File: config.mk
export PLATFORM = sky130hd
export DESIGN_NAME = sohist_divider
export DESIGN_NICKNAME = d
export VERILOG_FILES = /design/src/hdl/sohist_divider.sv
export SDC_FILE = /design/constraint.sdc
export NUM_CORES = 1
export LEC_CHECK = 0
export ABC_AREA = 1
export BUFFER_PORTS_ARGS = -buffer_cell sky130_fd_sc_hd__buf_2
export CAP_MARGIN = 20
export CORE_ASPECT_RATIO = 1.5
export CORE_MARGIN = 4
export CORE_UTILIZATION = 55
export CTS_CLUSTER_DIAMETER = 60
export DETAILED_ROUTE_END_ITERATION = 6
export PLACE_DENSITY = 0.83
export SETUP_SLACK_MARGIN = 0.02
export SLEW_MARGIN = 20
export SYNTH_ARGS = -nofsm -noshare
export SYNTH_HDL_FRONTEND = slang
export SYNTH_SLANG_ARGS = --single-unit
File: constraint.sdc
create_clock -name clock -period 3.3 [get_ports clock]
set_clock_uncertainty 0.05 [all_clocks]
set_input_delay 0.66 -clock clock [delete_from_list [all_inputs] [get_ports clock]]
set_output_delay 0.66 -clock clock [all_outputs]
set_load 0.01 [all_outputs]
File: src/hdl/sohist_divider.sv
// Restoring divider that yields one quotient bit of a pixel coordinate per cycle.
`timescale 1ns / 1ps
module sohist_divider (
   input  logic        clock,
   input  logic        reset,
   input  logic        start,
   input  logic [11:0] dividend,
   input  logic [7:0]  divisor,
   output logic [11:0] quotient,
   output logic        done
);
   logic [11:0] quot_ff, quot_in;
   logic [7:0]  rem_ff, rem_in;
   logic [7:0]  div_ff;
   logic [3:0]  cnt_ff;
   logic        busy_ff, done_ff;
   logic [8:0]  trial;
   logic        ge;

   always_comb begin
      trial   = {rem_ff, quot_ff[11]};
      ge      = trial >= {1'b0, div_ff};
      rem_in  = ge ? 8'(trial - {1'b0, div_ff}) : trial[7:0];
      quot_in = {quot_ff[10:0], ge};
   end

   always_ff @(posedge clock) begin
      if (reset) begin
         busy_ff <= 1'b0;
         done_ff <= 1'b0;
         cnt_ff  <= '0;
      end else if (start) begin
         busy_ff <= 1'b1;
         done_ff <= 1'b0;
         cnt_ff  <= '0;
         quot_ff <= dividend;
         rem_ff  <= '0;
         div_ff  <= divisor;
      end else if (busy_ff) begin
         quot_ff <= quot_in;
         rem_ff  <= rem_in;
         cnt_ff  <= cnt_ff + 4'd1;
         if (cnt_ff == 4'd11) begin
            busy_ff <= 1'b0;
            done_ff <= 1'b1;
         end
      end
   end

   assign quotient = quot_ff;
   assign done     = done_ff;
endmodule

# Word-level counts from Yosys, hierarchy flattened
# Cells that the tools add are included.
# totals
register_bits,34
# classes
addsub,2
order_cmp,1
eq_ne,1
muxes,7
bitwise_logic,1
reduce_logical,5
# ops
operator,count
12-bit 2-to-1 mux,2
8-bit 2-to-1 mux,2
9-bit by 8-bit >= comparator with 1-bit output,1
8-bit subtractor,1
2-bit AND reduction,3
4-bit by 1-bit adder with 4-bit output (second input constant),1
4-bit == test (second input constant),1
1-bit 2-to-1 mux,3
2-bit nonzero test,1
2-bit OR reduction,1
1-bit NOT,1

# Longest topological paths before layout
# logic_depth
ltp_word,4
mapped_depth,12
ltp_nobuf,12

# Worst setup path after synthesis
# Ideal clock, no wire load.
# synth_path
path_type,input to register
startpoint,input port start
endpoint,register quot_ff[0] (netlist: quotient[0]) (enable)
arrival_time_ns,2.333
path_slack_ns,0.492
stages,3
n_path_buf,1
path_cell_list,inv_1 buf_2 o21ai_0
# synth_between
elab_chain_len,2
# synth_rtl
item,line,rtl
start: declaration,6,"input logic start,"
2-bit nonzero test (no line),-,
2-bit AND reduction (no line),-,
end signal: assignment,36,quot_ff <= dividend;
end signal: assignment,40,quot_ff <= quot_in;
end: declaration,12,"logic [11:0] quot_ff, quot_in;"
# Every way passes these cells.
# A chain may end at the register's enable or synchronous reset.

# Worst setup path in the final report
# layout_path
startpoint,input port start
endpoint,register div_ff[1] (enable)
# layout_between
elab_chain_len,1
# layout_rtl
item,line,rtl
2-bit AND reduction (no line),-,
end signal: assignment,38,div_ff <= divisor;
end: declaration,14,logic [7:0] div_ff;
# Every way passes these cells.

==> metrics.md <==
| Metric | Value |
|---|---|
| Outcome | complete, no violations |
| Final setup violation count | 0 |
| Area of the core | 0.00342 mm² |
| Area leader, netlist | sky130_fd_sc_hd__edfxtp_1 |
| Arrival @ worst endpoint | about 1.9 ns |
| First-pass GRT wire length | 6200 µm |
| Number of enable-type register cells in the synthesized netlist | 28 |
| Power density normalized to cell area | 497 mW/mm² |
| Number of max-slew violations in the final report | 0 |
| Die Span X | about 56 µm |
| Tmin final | 2.03 ns |
| Proportion of synthesized flip-flops having asynchronous set or reset | 0% |
| Worst-path clk slew | 0.06 ns |
| Clock buffer depth | 2 |
| Number of nets produced by synthesis | 262 |
| Antenna diode instance count | 0 |
| Core occupancy in the finished layout | around two thirds |
| Critical hold path startpoint | cnt_ff[1] |
| Count of buffer and inverter cells on the critical path | 2 |
| Die Height | 80.7 µm |
| Most instantiated cells after synthesis | sky130_fd_sc_hd__nand2_1, sky130_fd_sc_hd__inv_1, sky130_fd_sc_hd__edfxtp_1, sky130_fd_sc_hd__nor2_1, sky130_fd_sc_hd__nand3_1 |
| R2r startpoint | rem_ff[1] |
| Number of levels in the clock H-tree | 2 |
| Most frequent cell after synthesis | sky130_fd_sc_hd__nand2_1 |
| Fraction of layout cells with a size suffix above 1 | between 20% and 30% |
| Total number of clock tree sinks | 34 |
| Setup bufs post-CTS | 0 |
| Unrepaired setup endpoints after global routing | false |
| Cells resized by post-CTS repair | 0 |
| Pin count of the biggest net entering global routing | 23 |
| Estimated wirelength of the detail-placed design | 2850 µm |
| Net total in the final layout | 303 |
| Final setup TNS | 0 ns |
| # DRC | 0 |
| Vias per std cell | 4.81 |
| Final-report hold violation count | 0 |
| CP Cell Sequence | buf_2 -> inv_1 -> nor2_1 |
| Count of boundary I/O pins | 36 |
| Average instance area after synthesis | 8.47 µm² |
| Hold depth | 2 |
| Ratio of final minimum period to clock period | 61.5% |
| Detailed-route via count | 1506 |
| Type of origin of the critical path | input pin |
| CTS root buf | sky130_fd_sc_hd__clkbuf_8 |
| Site row count | 26 |
| Worst slew slack as a fraction of its limit | 53.4% |
| Required @ worst endpoint | approximately 3.2 ns |
| Synthesis-stage register bit count | 34 |
| Longest individual stage delay on the worst path | 0.64 ns |
| GRT Resource Usage Total | 17.5% |
| Worst Setup Path Type | input pin to flip-flop |
| Synth unique cells | 29 |
| Violation count after the first detailed-routing iteration | between 50 and 60 |
| Post-synthesis sequential area ratio | between 40 and 50% |
| Overflow left after global routing | 0 |
| Number of hold buffers added after cts | 0 |
| Area contributors post-synth | sky130_fd_sc_hd__edfxtp_1, sky130_fd_sc_hd__nand2_1, sky130_fd_sc_hd__inv_1 |
| Detailed Routing Iterations Pass 1 | 4 |
| Area of the mapped netlist | 0.00194 mm² |
| Worst setup slack for register-to-register paths | 1.44 ns |
| Highest clock frequency the design can meet | roughly 0.49 GHz |
| Ys flop type | sky130_fd_sc_hd__edfxtp_1 |
| CTS tree | yes |
| Antenna Nets Post-Route | 0 |
| Starting utilization of the core area | ~57% |
| Routed wire length | 3560 µm |
| Crit. End Element | flip-flop |
| Top cell type's share of synthesized area | 43.4% |
| Transition at the pin with the smallest max-transition slack | 0.697 ns |
| Max_cap viols | 0 |
| Number of antenna violations at the first check in global routing | 0 |
| IR Drop Worst-Case VDD | 0.368 mV |
| Clock insertion delay at the later pin of the skew report | 0.28 ns |
| Hold Crit Endpoint | cnt_ff[1] |
| Global placement routability congestion | 0.775 |
| TritonCTS Buffers | 5 |
| Via count of the first global-routing pass | 1525 |
| Average wire per cell in the routed design | around 11 µm |
| Area overhead of the layout relative to synthesis | 16.1% |
| DIE AREA | around 0.0046 mm² |
| Synthesis warning total | 0 |
| Critical path's top delay family | simple AND/OR/NAND/NOR gates |
| End of the worst register-to-register path | rem_ff[2] |
| Crit path max-delay cell type | sky130_fd_sc_hd__nor2_1 |
| Cells after Synth | 229 |
| Worst hold-check path type | flip-flop to flip-flop |
| Crit Path Max Fanout | 22 |
| Number of input and output port buffers inserted | 35 |
| Cells on worst reg2reg path | 10 |
| Leakage | 1.12 nW |
| Number of filler cells placed in the layout | 288 |
tightest hold or removal path, delay by kind of cell, from the launching register on:
kind / cells / cell delay (ns)
buffers and inverters: 1 / 0.07
flip-flops: 1 / 0.31
AO/OA/AOI/OAI: 1 / 0.07
cells by family after synthesis:
kind of cell | count (synthesis) | synth area share, %
DFF | 34 | 49.5
and+or+nand+nor | 130 | 30.4
adders and majority gates | 10 | 6.84
xor gates and xnor gates | 3 | 1.36
AOI/OAI and AO/OA | 13 | 4.26
buffers and inverters | 39 | 7.61
metal layers:
layer  vias up  routed length, µm  track usage [%]
met2        35               1880             32.6
met3         7                163             3.38
met4         0                 81             8.55
met5         -                  0                0
li1        809                  -                -
met1       655               1440             18.5
state kept, by name, summed over array words and instances, names as in the netlist:
signal,cells
quotient,12
cnt_ff,4
div_ff,8
done,1
rem_ff,8
busy_ff,1
power by group:
group	internal, mW	switching, mW	total (mW)	leakage [nW]
logic	0.115	0.189	0.303	0.754
registers	0.513	0.0184	0.532	0.320
clock network	0.145	0.138	0.283	0.0426
how the worst max path moves through the flow:
stage / startpoint / end / depth (start not counted)
after floorplan: start / quotient[0] / 3
after global routing: start / div_ff[0] / 3
after detailed placement: start / div_ff[2] / 3
after global placement: start / div_ff[1] / 3
after CTS: start / div_ff[2] / 3
final: start / div_ff[1] / 3
through the flow:
stage	worst slack (ns)	hold slack [ns]	instance area (µm²)	power (mW)	instances
after floorplan	0.492	0.409	1940	0.766	229
after global placement	1.05	0.396	2170	0.837	305
after detailed placement	0.964	0.430	2170	0.844	305
after CTS	1.26	0.442	2250	1.13	313
after global routing	1.15	0.453	2250	1.19	313
final	1.27	0.442	2250	1.12	313
cell usage in the layout (no fill, tap or decap):
cell | synthesis | layout
sky130_fd_sc_hd__clkinv_2 | 0 | 1
sky130_fd_sc_hd__o22ai_1 | 1 | 1
sky130_fd_sc_hd__a21oi_1 | 6 | 6
sky130_fd_sc_hd__clkinv_1 | 0 | 1
sky130_fd_sc_hd__inv_1 | 36 | 36
sky130_fd_sc_hd__xor2_1 | 3 | 3
sky130_fd_sc_hd__nand2_4 | 1 | 1
sky130_fd_sc_hd__buf_2 | 1 | 35
sky130_fd_sc_hd__dfxtp_1 | 6 | 6
sky130_fd_sc_hd__fa_1 | 1 | 1
sky130_fd_sc_hd__nor2_1 | 24 | 24
sky130_fd_sc_hd__nand3_4 | 1 | 1
sky130_fd_sc_hd__nand3b_1 | 2 | 2
sky130_fd_sc_hd__ha_1 | 9 | 9
sky130_fd_sc_hd__buf_4 | 0 | 2
sky130_fd_sc_hd__clkbuf_8 | 0 | 5
sky130_fd_sc_hd__o21ai_1 | 1 | 2
sky130_fd_sc_hd__o21a_1 | 1 | 1
sky130_fd_sc_hd__nor3_1 | 3 | 3
sky130_fd_sc_hd__nand2_2 | 6 | 6
sky130_fd_sc_hd__nand3_2 | 1 | 1
sky130_fd_sc_hd__o21ai_0 | 2 | 1
sky130_fd_sc_hd__nand4_1 | 1 | 1
sky130_fd_sc_hd__edfxtp_1 | 28 | 28
sky130_fd_sc_hd__clkbuf_1 | 2 | 1
sky130_fd_sc_hd__or2_2 | 1 | 1
sky130_fd_sc_hd__nor2_4 | 3 | 3
sky130_fd_sc_hd__nor3b_1 | 1 | 1
sky130_fd_sc_hd__nor2_2 | 1 | 1
sky130_fd_sc_hd__a211oi_1 | 1 | 1
sky130_fd_sc_hd__nand2_1 | 74 | 74
sky130_fd_sc_hd__a21oi_4 | 1 | 1
sky130_fd_sc_hd__nand3_1 | 11 | 11
area by class of cell:
cell class	count	area, µm²	share of cell area [%]
clock buffer	6	72.6	3.22
inverter	36	135	6.00
timing repair buffer	37	190	8.45
sequential	34	961	42.7
clock inverter	2	8.76	0.389
tap	42	52.6	2.33
multi-input combinational	156	831	36.9
Power figures use the tool's default switching activity.
