`src/hdl/sohist_pkg.sv`:
```
// Shared constants, tangent table and store access type for the segment orientation histogram.
`timescale 1ns / 1ps
package sohist_pkg;

   localparam int MAX_CELLS   = 512;
   localparam int ANGLE_BINS  = 36;
   localparam int COUNT_BITS  = 16;
   localparam int STORE_DEPTH = MAX_CELLS * ANGLE_BINS;
   localparam int ADDR_BITS   = $clog2(STORE_DEPTH);
   localparam int GRID_LIMIT  = 64;

   localparam logic [COUNT_BITS-1:0] COUNT_MAX = {COUNT_BITS{1'b1}};

   localparam logic [39:0] TAN_SCALE = 40'd1000000000000;

   localparam logic [42:0] TANK [8] = '{
      43'd176326980708,  43'd363970234266,  43'd577350269190,  43'd839099631177,
      43'd1191753592594, 43'd1732050807569, 43'd2747477419455, 43'd5671281819618
   };

   typedef struct packed {
      logic                  wr_en;
      logic [ADDR_BITS-1:0]  wr_addr;
      logic [COUNT_BITS-1:0] wr_data;
      logic [ADDR_BITS-1:0]  rd_addr;
   } store_req_type;

endpackage

```
`src/hdl/sohist_dirbin.sv`:
```
// Direction bin finder that compares the slope against one tangent threshold per cycle.
`timescale 1ns / 1ps
module sohist_dirbin (
   input  logic        clock,
   input  logic        reset,
   input  logic        start,
   input  logic [11:0] abs_dx,
   input  logic [11:0] abs_dy,
   input  logic        dx_neg,
   input  logic        dy_neg,
   output logic [5:0]  bin,
   output logic        done
);
   import sohist_pkg::*;

   logic [11:0] ax_ff, ay_ff;
   logic        dxn_ff, dyn_ff;
   logic [54:0] prod_ff;
   logic [51:0] ay_sc_ff;
   logic [3:0]  cnt_ff, s_ff;
   logic        busy_ff, done_ff;
   logic [5:0]  bin_ff, bin_in;
   logic [3:0]  s_eff, c_val;
   logic [5:0]  b_tmp;

   always_comb begin
      s_eff = (ax_ff == '0) ? 4'd9 : s_ff;
      c_val = s_eff + ((ax_ff == '0 || ay_ff == '0) ? 4'd0 : 4'd1);
      b_tmp = 6'd36 - {2'b0, c_val};
      if (ax_ff == '0 && ay_ff == '0)
         bin_in = 6'd18;
      else if (!dyn_ff && !dxn_ff && ax_ff != '0)
         bin_in = 6'd18 + {2'b0, s_eff};
      else if (!dyn_ff)
         bin_in = (b_tmp > 6'd35) ? 6'd35 : b_tmp;
      else if (dxn_ff)
         bin_in = {2'b0, s_eff};
      else
         bin_in = 6'd18 - {2'b0, c_val};
   end

   always_ff @(posedge clock) begin
      if (reset) begin
         busy_ff <= 1'b0;
         done_ff <= 1'b0;
         cnt_ff  <= '0;
         s_ff    <= '0;
      end else if (start) begin
         busy_ff <= 1'b1;
         done_ff <= 1'b0;
         cnt_ff  <= '0;
         s_ff    <= '0;
         ax_ff   <= abs_dx;
         ay_ff   <= abs_dy;
         dxn_ff  <= dx_neg;
         dyn_ff  <= dy_neg;
      end else if (busy_ff) begin
         cnt_ff <= cnt_ff + 4'd1;
         if (cnt_ff == 4'd0)
            ay_sc_ff <= 52'(ay_ff * TAN_SCALE);
         if (cnt_ff < 4'd8)
            prod_ff <= 55'(ax_ff * TANK[cnt_ff[2:0]]);
         if (cnt_ff != 4'd0 && cnt_ff < 4'd9 && {3'b0, ay_sc_ff} >= prod_ff)
            s_ff <= s_ff + 4'd1;
         if (cnt_ff == 4'd9) begin
            bin_ff  <= bin_in;
            busy_ff <= 1'b0;
            done_ff <= 1'b1;
         end
      end
   end

   assign bin  = bin_ff;
   assign done = done_ff;
endmodule

```
`config.mk`:
```
export PLATFORM = sky130hd
export DESIGN_NAME = sohist_dirbin
export DESIGN_NICKNAME = d
export VERILOG_FILES = /design/src/hdl/sohist_pkg.sv /design/src/hdl/sohist_dirbin.sv
export SDC_FILE = /design/constraint.sdc
export NUM_CORES = 2
export LEC_CHECK = 0
export BUFFER_PORTS_ARGS = -buffer_cell sky130_fd_sc_hd__buf_2
export CAP_MARGIN = 5
export CORE_UTILIZATION = 40
export DETAILED_ROUTE_END_ITERATION = 10
export GPL_TIMING_DRIVEN = 0
export SYNTH_ARGS = -nofsm -noshare
export SYNTH_HDL_FRONTEND = slang
export SYNTH_SLANG_ARGS = --single-unit
export TNS_END_PERCENT = 100
```
`constraint.sdc`:
```
create_clock -name clock -period 10 [get_ports clock]
set_clock_uncertainty 0.1 [all_clocks]
set_input_delay 1.5 -clock clock [delete_from_list [all_inputs] [get_ports clock]]
set_output_delay 1.5 -clock clock [all_outputs]
set_load 0.02 [all_outputs]
```
# Word-level counts from Yosys, hierarchy flattened
# Memory sizes are Yosys's and may differ from the RTL's.
# Index checks and enable logic that the tools add are counted.
op_classes:
  addsub: 6
  mul: 2
  div: 0
  magnitude_cmp: 5
  eq_ne: 1
  shift: 0
  n_mux: 11
  n_bitwise: 3
  reduce_logical: 20
ops:
  columns: ["operator", "count"]
  rows:
  - ["$mux W43", 2]
  - ["$ge A52 B55 Y1", 1]
  - ["$mul A12 B43 Y55", 1]
  - ["$mul A12 B28 Y40 const B", 1]
  - ["$logic_not A12 Y1", 2]
  - ["$mux W6", 4]
  - ["$reduce_and A4 Y1", 3]
  - ["$reduce_bool A12 Y1", 1]
  - ["$add A4 B1 Y4 const B", 2]
  - ["$lt A4 B4 Y1 const B", 2]
  - ["$add A5 B4 Y6 const A", 1]
  - ["$gt A6 B6 Y1 const B", 1]
  - ["$reduce_and A2 Y1", 3]
  - ["$sub A5 B4 Y6 const A", 1]
  - ["$sub A6 B4 Y6 const A", 1]
  - ["$logic_and A1 B1 Y1", 5]
  - ["$add A4 B1 Y4", 1]
  - ["$eq A4 B4 Y1 const B", 1]
  - ["$ge A4 B4 Y1 const B", 1]
  - ["$logic_not A4 Y1", 1]
  - ["$mux W1", 4]
  - ["$mux W4", 1]
  - ["$not A3 Y4", 1]
  - ["$reduce_bool A4 Y1", 1]
  - ["4 further kinds", 6]
word_totals:
  register_bits: 137
  latchBits: 0
  ram_bits: 0
  mem_bits_ro: 344
  in_bits: 29
  output_inout_bits: 7
  elab_cells: 60
  memories: 1
mem_list:
  columns: ["memory", "words", "width", "rd", "rd_ports_with_merged_regs", "wr", "line", "source"]
  rows:
  - ["(no name shown)", 8, 43, 1, 0, 0, "sohist_dirbin.sv:62", "prod_ff <= 55'(ax_ff * TANK[cnt_ff[2:0]]);"]

# Longest topological paths before layout
logic_depth:
  ltp_word: 9
  ltp_mapped: 28
  depth_no_buf: 26

# Worst setup path after synthesis
# Ideal clock, no wire load.
synth_path:
  path_kind: "reg2reg"
  startpoint: "reg cnt_ff[1]"
  endpoint: "reg prod_ff[51], data pin"
  setup_time_ps: 266
  t_arrival_ps: 6606
  required_ps: 9634
  path_slack_ps: 3028
  path_stages_with_launch: 26
  path_buffers: 3
  synth_period_minus_slack_ps: 6972
  path_cell_list: "dfxtp_1 > inv_1 > ha_1 > or2_2 > clkbuf_1 > clkbuf_1 > buf_1 > nand3_1 > fa_1 > fa_1 > inv_1 > fa_1 > fa_1 > inv_1 > fa_1 > inv_1 > ha_1 > nand2_1 > o21ai_1 > a211oi_1 > o31ai_1 > a31oi_4 > o21ai_4 > a31oi_4 > o311ai_1 > or3b_1"
synth_between:
  elab_chain_cells: 5
synth_rtl:
  columns: ["element", "line", "source"]
  rows:
  - ["from (decl)", "sohist_dirbin.sv:20", "logic [3:0] cnt_ff, s_ff;"]
  - ["from (signal assigned)", "sohist_dirbin.sv:58", "cnt_ff <= cnt_ff + 4'd1;"]
  - ["$not A3 Y4 (implied by the code)", "sohist_dirbin.sv:62", null]
  - ["$mem_v2 Z8 W43", null, null]
  - ["$mux W43 (implied by the code) (2 in a row)", "sohist_dirbin.sv:62", null]
  - ["$mul A12 B43 Y55", "sohist_dirbin.sv:62", null]
  - ["to (signal assigned)", "sohist_dirbin.sv:62", null]
  - ["to (decl)", "sohist_dirbin.sv:18", "logic [54:0] prod_ff;"]
# Every way passes these cells. The select of a mux whose other input is x is not followed.
# A chain may end at the register's enable or synchronous reset.

# Final worst setup path
layout_path:
  startpoint: "reg cnt_ff[1]"
  endpoint: "reg prod_ff[48], data pin"
# The elaborated chain is that of the path after synthesis.

==> key figures <==
Power and ir drop
  – Power Internal: 4.21 mW
  – Clock share of power: 0.072
  – Switching pwr: 4.63 mW
  – Power Density: 308 nW/µm²
  – Max IR drop VDD: 284 µV
  – Reg power frac: 0.129
  – Leak: 14.6 nW
  – Sw frac: 0.524
  – Combinational share of power: 0.799

Yosys
  – Flops & latches, synth: 137
  – Compound-Gate Fraction of Synth Area: 0.0849
  – Synth area leaders: fa_1 (36%), edfxtp_1 (14%), ha_1 (13%)
  – Syn. warnings: 0
  – Post-Syn Area: 26,800 µm²
  – Most frequent cell after synthesis: inv_1
  – Most common library cells after synthesis: inv_1 (718), fa_1 (485), nand2_1 (290), ha_1 (273), nor2_1 (135)
  – Post-synthesis mux area share: 0.00154
  – Yosys top cell area share: 0.362
  – Yosys cell types: 71
  – Synth area leader: fa_1
  – Avg Cell Area, Syn: 9.30 µm²
  – XOR/XNOR share of the synthesized area: 0.0307
  – FFs w/ async S/R, synth: 0
  – Mapped Cells: 2,881
  – Synth Area in Adders: 0.490
  – Largest family of logic cells by synthesized area: adder cells
  – Post-synthesis sequential area ratio: 0.150
  – Net count after synthesis: 3,668
  – Synth Flop Type: edfxtp_1
  – Simple-gate share of the synthesized area: 0.127
  – EDFF count, synth: 127

Worst setup path
  – Critical path endpoint category: flip-flop
  – CP startpoint kind: flip-flop
  – Crit Path Category: flip-flop to flip-flop
  – Critical path peak fanout: 11
  – WP data required: 10,120 ps
  – WP data arrival: 9140 ps

Placed design
  – DP Wirelength: 69,900 µm
  – Port Buffer Count: 35
  – Worst slack, placed: 1150 ps
  – Routability-driven placement congestion ratio: 1.05

Floorplan
  – FP Rows: 94
  – Starting Density: 0.406
  – Ports: 36
  – Die H: 261 µm
  – Die X: 261 µm
  – Core footprint: 66,000 µm²
  – Die area: 68,000 µm²

GRT
  – Grt ovf: 0
  – Antenna violations before repair: 1
  – Overall Global Routing Usage: 0.256
  – Largest net degree at the start of global routing: 41
  – Vias in the first global route: 21,000
  – First-pass GRT wire length: 127,000 µm

Timing
  – Max Transition Viols Final: 0
  – Final setup vio count: 0
  – Final Hold Viols: 0
  – Smallest hold slack: 356 ps
  – Final worst slack: 979 ps
  – Setup total negative slack: 0 ps
  – Unrepaired setup endpoints after global routing: no
  – Fmax: 111 MHz
  – Post-route minimum period: 9020 ps
  – Rel. slew slack: 0.201
  – Crit share post-route: 0.902
  – Slew @ Worst Pin: 1190 ps

Clock network
  – Clock sink count: 137
  – Root Driver: clkbuf_16
  – CTS max path bufs: 2
  – CTS Hold Bufs: 0
  – Clock latency on the worst-skew pair: 480 ps
  – Setup bufs post-CTS: 0
  – Reg clk slew, reported paths: 70 ps
  – H-tree Lvls: 4
  – TritonCTS clock tree: built
  – # resized after CTS: 0
  – Num CTS Buffers: 17

Route
  – Via count: 20,200
  – DRC viols: 0
  – Vias/cell: 5.29
  – Final wirelength: 82,300 µm
  – Drt initial violations: 1,887
  – Antenna-violating nets left: 0
  – Router iterations before antenna repair: 6
  – Drt wl/cell: 21.6 µm

Flow run
  – Max Cap Viol: 0

Final layout
  – Final nets: 3,725
  – Share of layout cells above drive strength 1: 0.0356
  – Final core occ: 0.435
  – # diodes: 0
  – Area grow syn2layout: 7.06%

Hold path
  – Min-Delay Path Class: flip-flop to flip-flop

Outcome
  – Status: completed
-- sequential cells by signal (all words and copies together) (netlist names) --
| name | flops |
|---|---|
| ax_ff | 12 |
| ay_ff | 12 |
| ay_sc_ff | 40 |
| bin | 6 |
| busy_ff | 1 |
| cnt_ff | 4 |
| done | 1 |
| dxn_ff | 1 |
| dyn_ff | 1 |
| prod_ff | 55 |
| s_ff | 4 |
-- stage by stage --
| step | instance area (µm²) | power (mW) | instances |
|---|---|---|---|
| detailed placement | 28100 | 8.16 | 3783 |
| global placement | 28000 | 8.11 | 3780 |
| finish | 28700 | 8.84 | 3815 |
| CTS | 28700 | 8.85 | 3815 |
| floorplan | 26800 | 6.52 | 2881 |
| global route | 28700 | 9.87 | 3815 |
-- power groups by stage --
stage / sequential, mW / combinational [mW] / clock [mW]
2_1_floorplan: 1.13 / 5.39 / 0
3_5_place_dp: 1.15 / 7.01 / 0
3_3_place_gp: 1.15 / 6.95 / 0
4_1_cts: 1.14 / 7.06 / 0.653
5_1_grt: 1.15 / 8.06 / 0.668
6_report: 1.14 / 7.06 / 0.635
-- logic make-up after synthesis --
logic type      count (synthesis)
buf+inv                       826
fa+ha+maj                     758
simple gates                  727
compound gates                335
flops                         137
xor+xnor                       94
mux                             4
-- path summary, 6_finish.rpt --
path / from / endpoint / slack (ps) / depth (start not counted)
hold reg to reg: done / done / 360 / 1
setup / recovery: cnt_ff[1] / prod_ff[48] / 980 / 24
setup reg to reg: cnt_ff[1] / prod_ff[48] / 980 / 24
hold / removal: done / done / 360 / 1
-- per-layer routing --
metal / up-vias / GRT usage / routed length (µm)
li1: 9034 / - / -
met1: 10100 / 0.348 / 34900
met2: 865 / 0.393 / 36000
met3: 166 / 0.0645 / 8170
met4: 0 / 0.0949 / 3230
met5: - / 0 / 0
-- critical path, cell delays in order (launching register included) --
cell and delay [ps]:
dfxtp_1 560, inv_1 250, ha_1 250, and2_1 150
clkbuf_1 420, a21oi_1 650, clkbuf_1 530, and2_1 240
fa_1 440, fa_1 550, fa_1 530, fa_1 540
inv_1 50, fa_1 530, inv_1 40, ha_1 560
nand2_1 160, a2111oi_0 290, o21ai_1 270, a31oi_1 430
a21oi_2 180, o21ai_1 490, a21oi_1 240, o21bai_1 220
xor2_1 80
-- cell usage in the layout, fill, tap and decap left out, types with 37 or more instances in the layout --
master / instances
a21o_1: 54
a21oi_1: 105
xnor2_1: 57
inv_1: 718
buf_2: 42
nor2_1: 134
edfxtp_1: 127
clkbuf_1: 100
o21ai_0: 51
fa_1: 485
ha_1: 273
and2_1: 104
nand2_1: 290
nand3_1: 75
xor2_1: 37
-- cell type report --
class | instances | area [µm²]
plain buffers | 107 | 412
clock buffers | 21 | 483
clock inverters | 11 | 86.3
fillers | 6460 | 37300
inverters | 719 | 2700
multi-input cells | 1918 | 19700
flip-flops and latches | 137 | 4010
well taps | 864 | 1080
repair buffers | 38 | 230
Note: power is estimated with default switching activity, not from simulation.
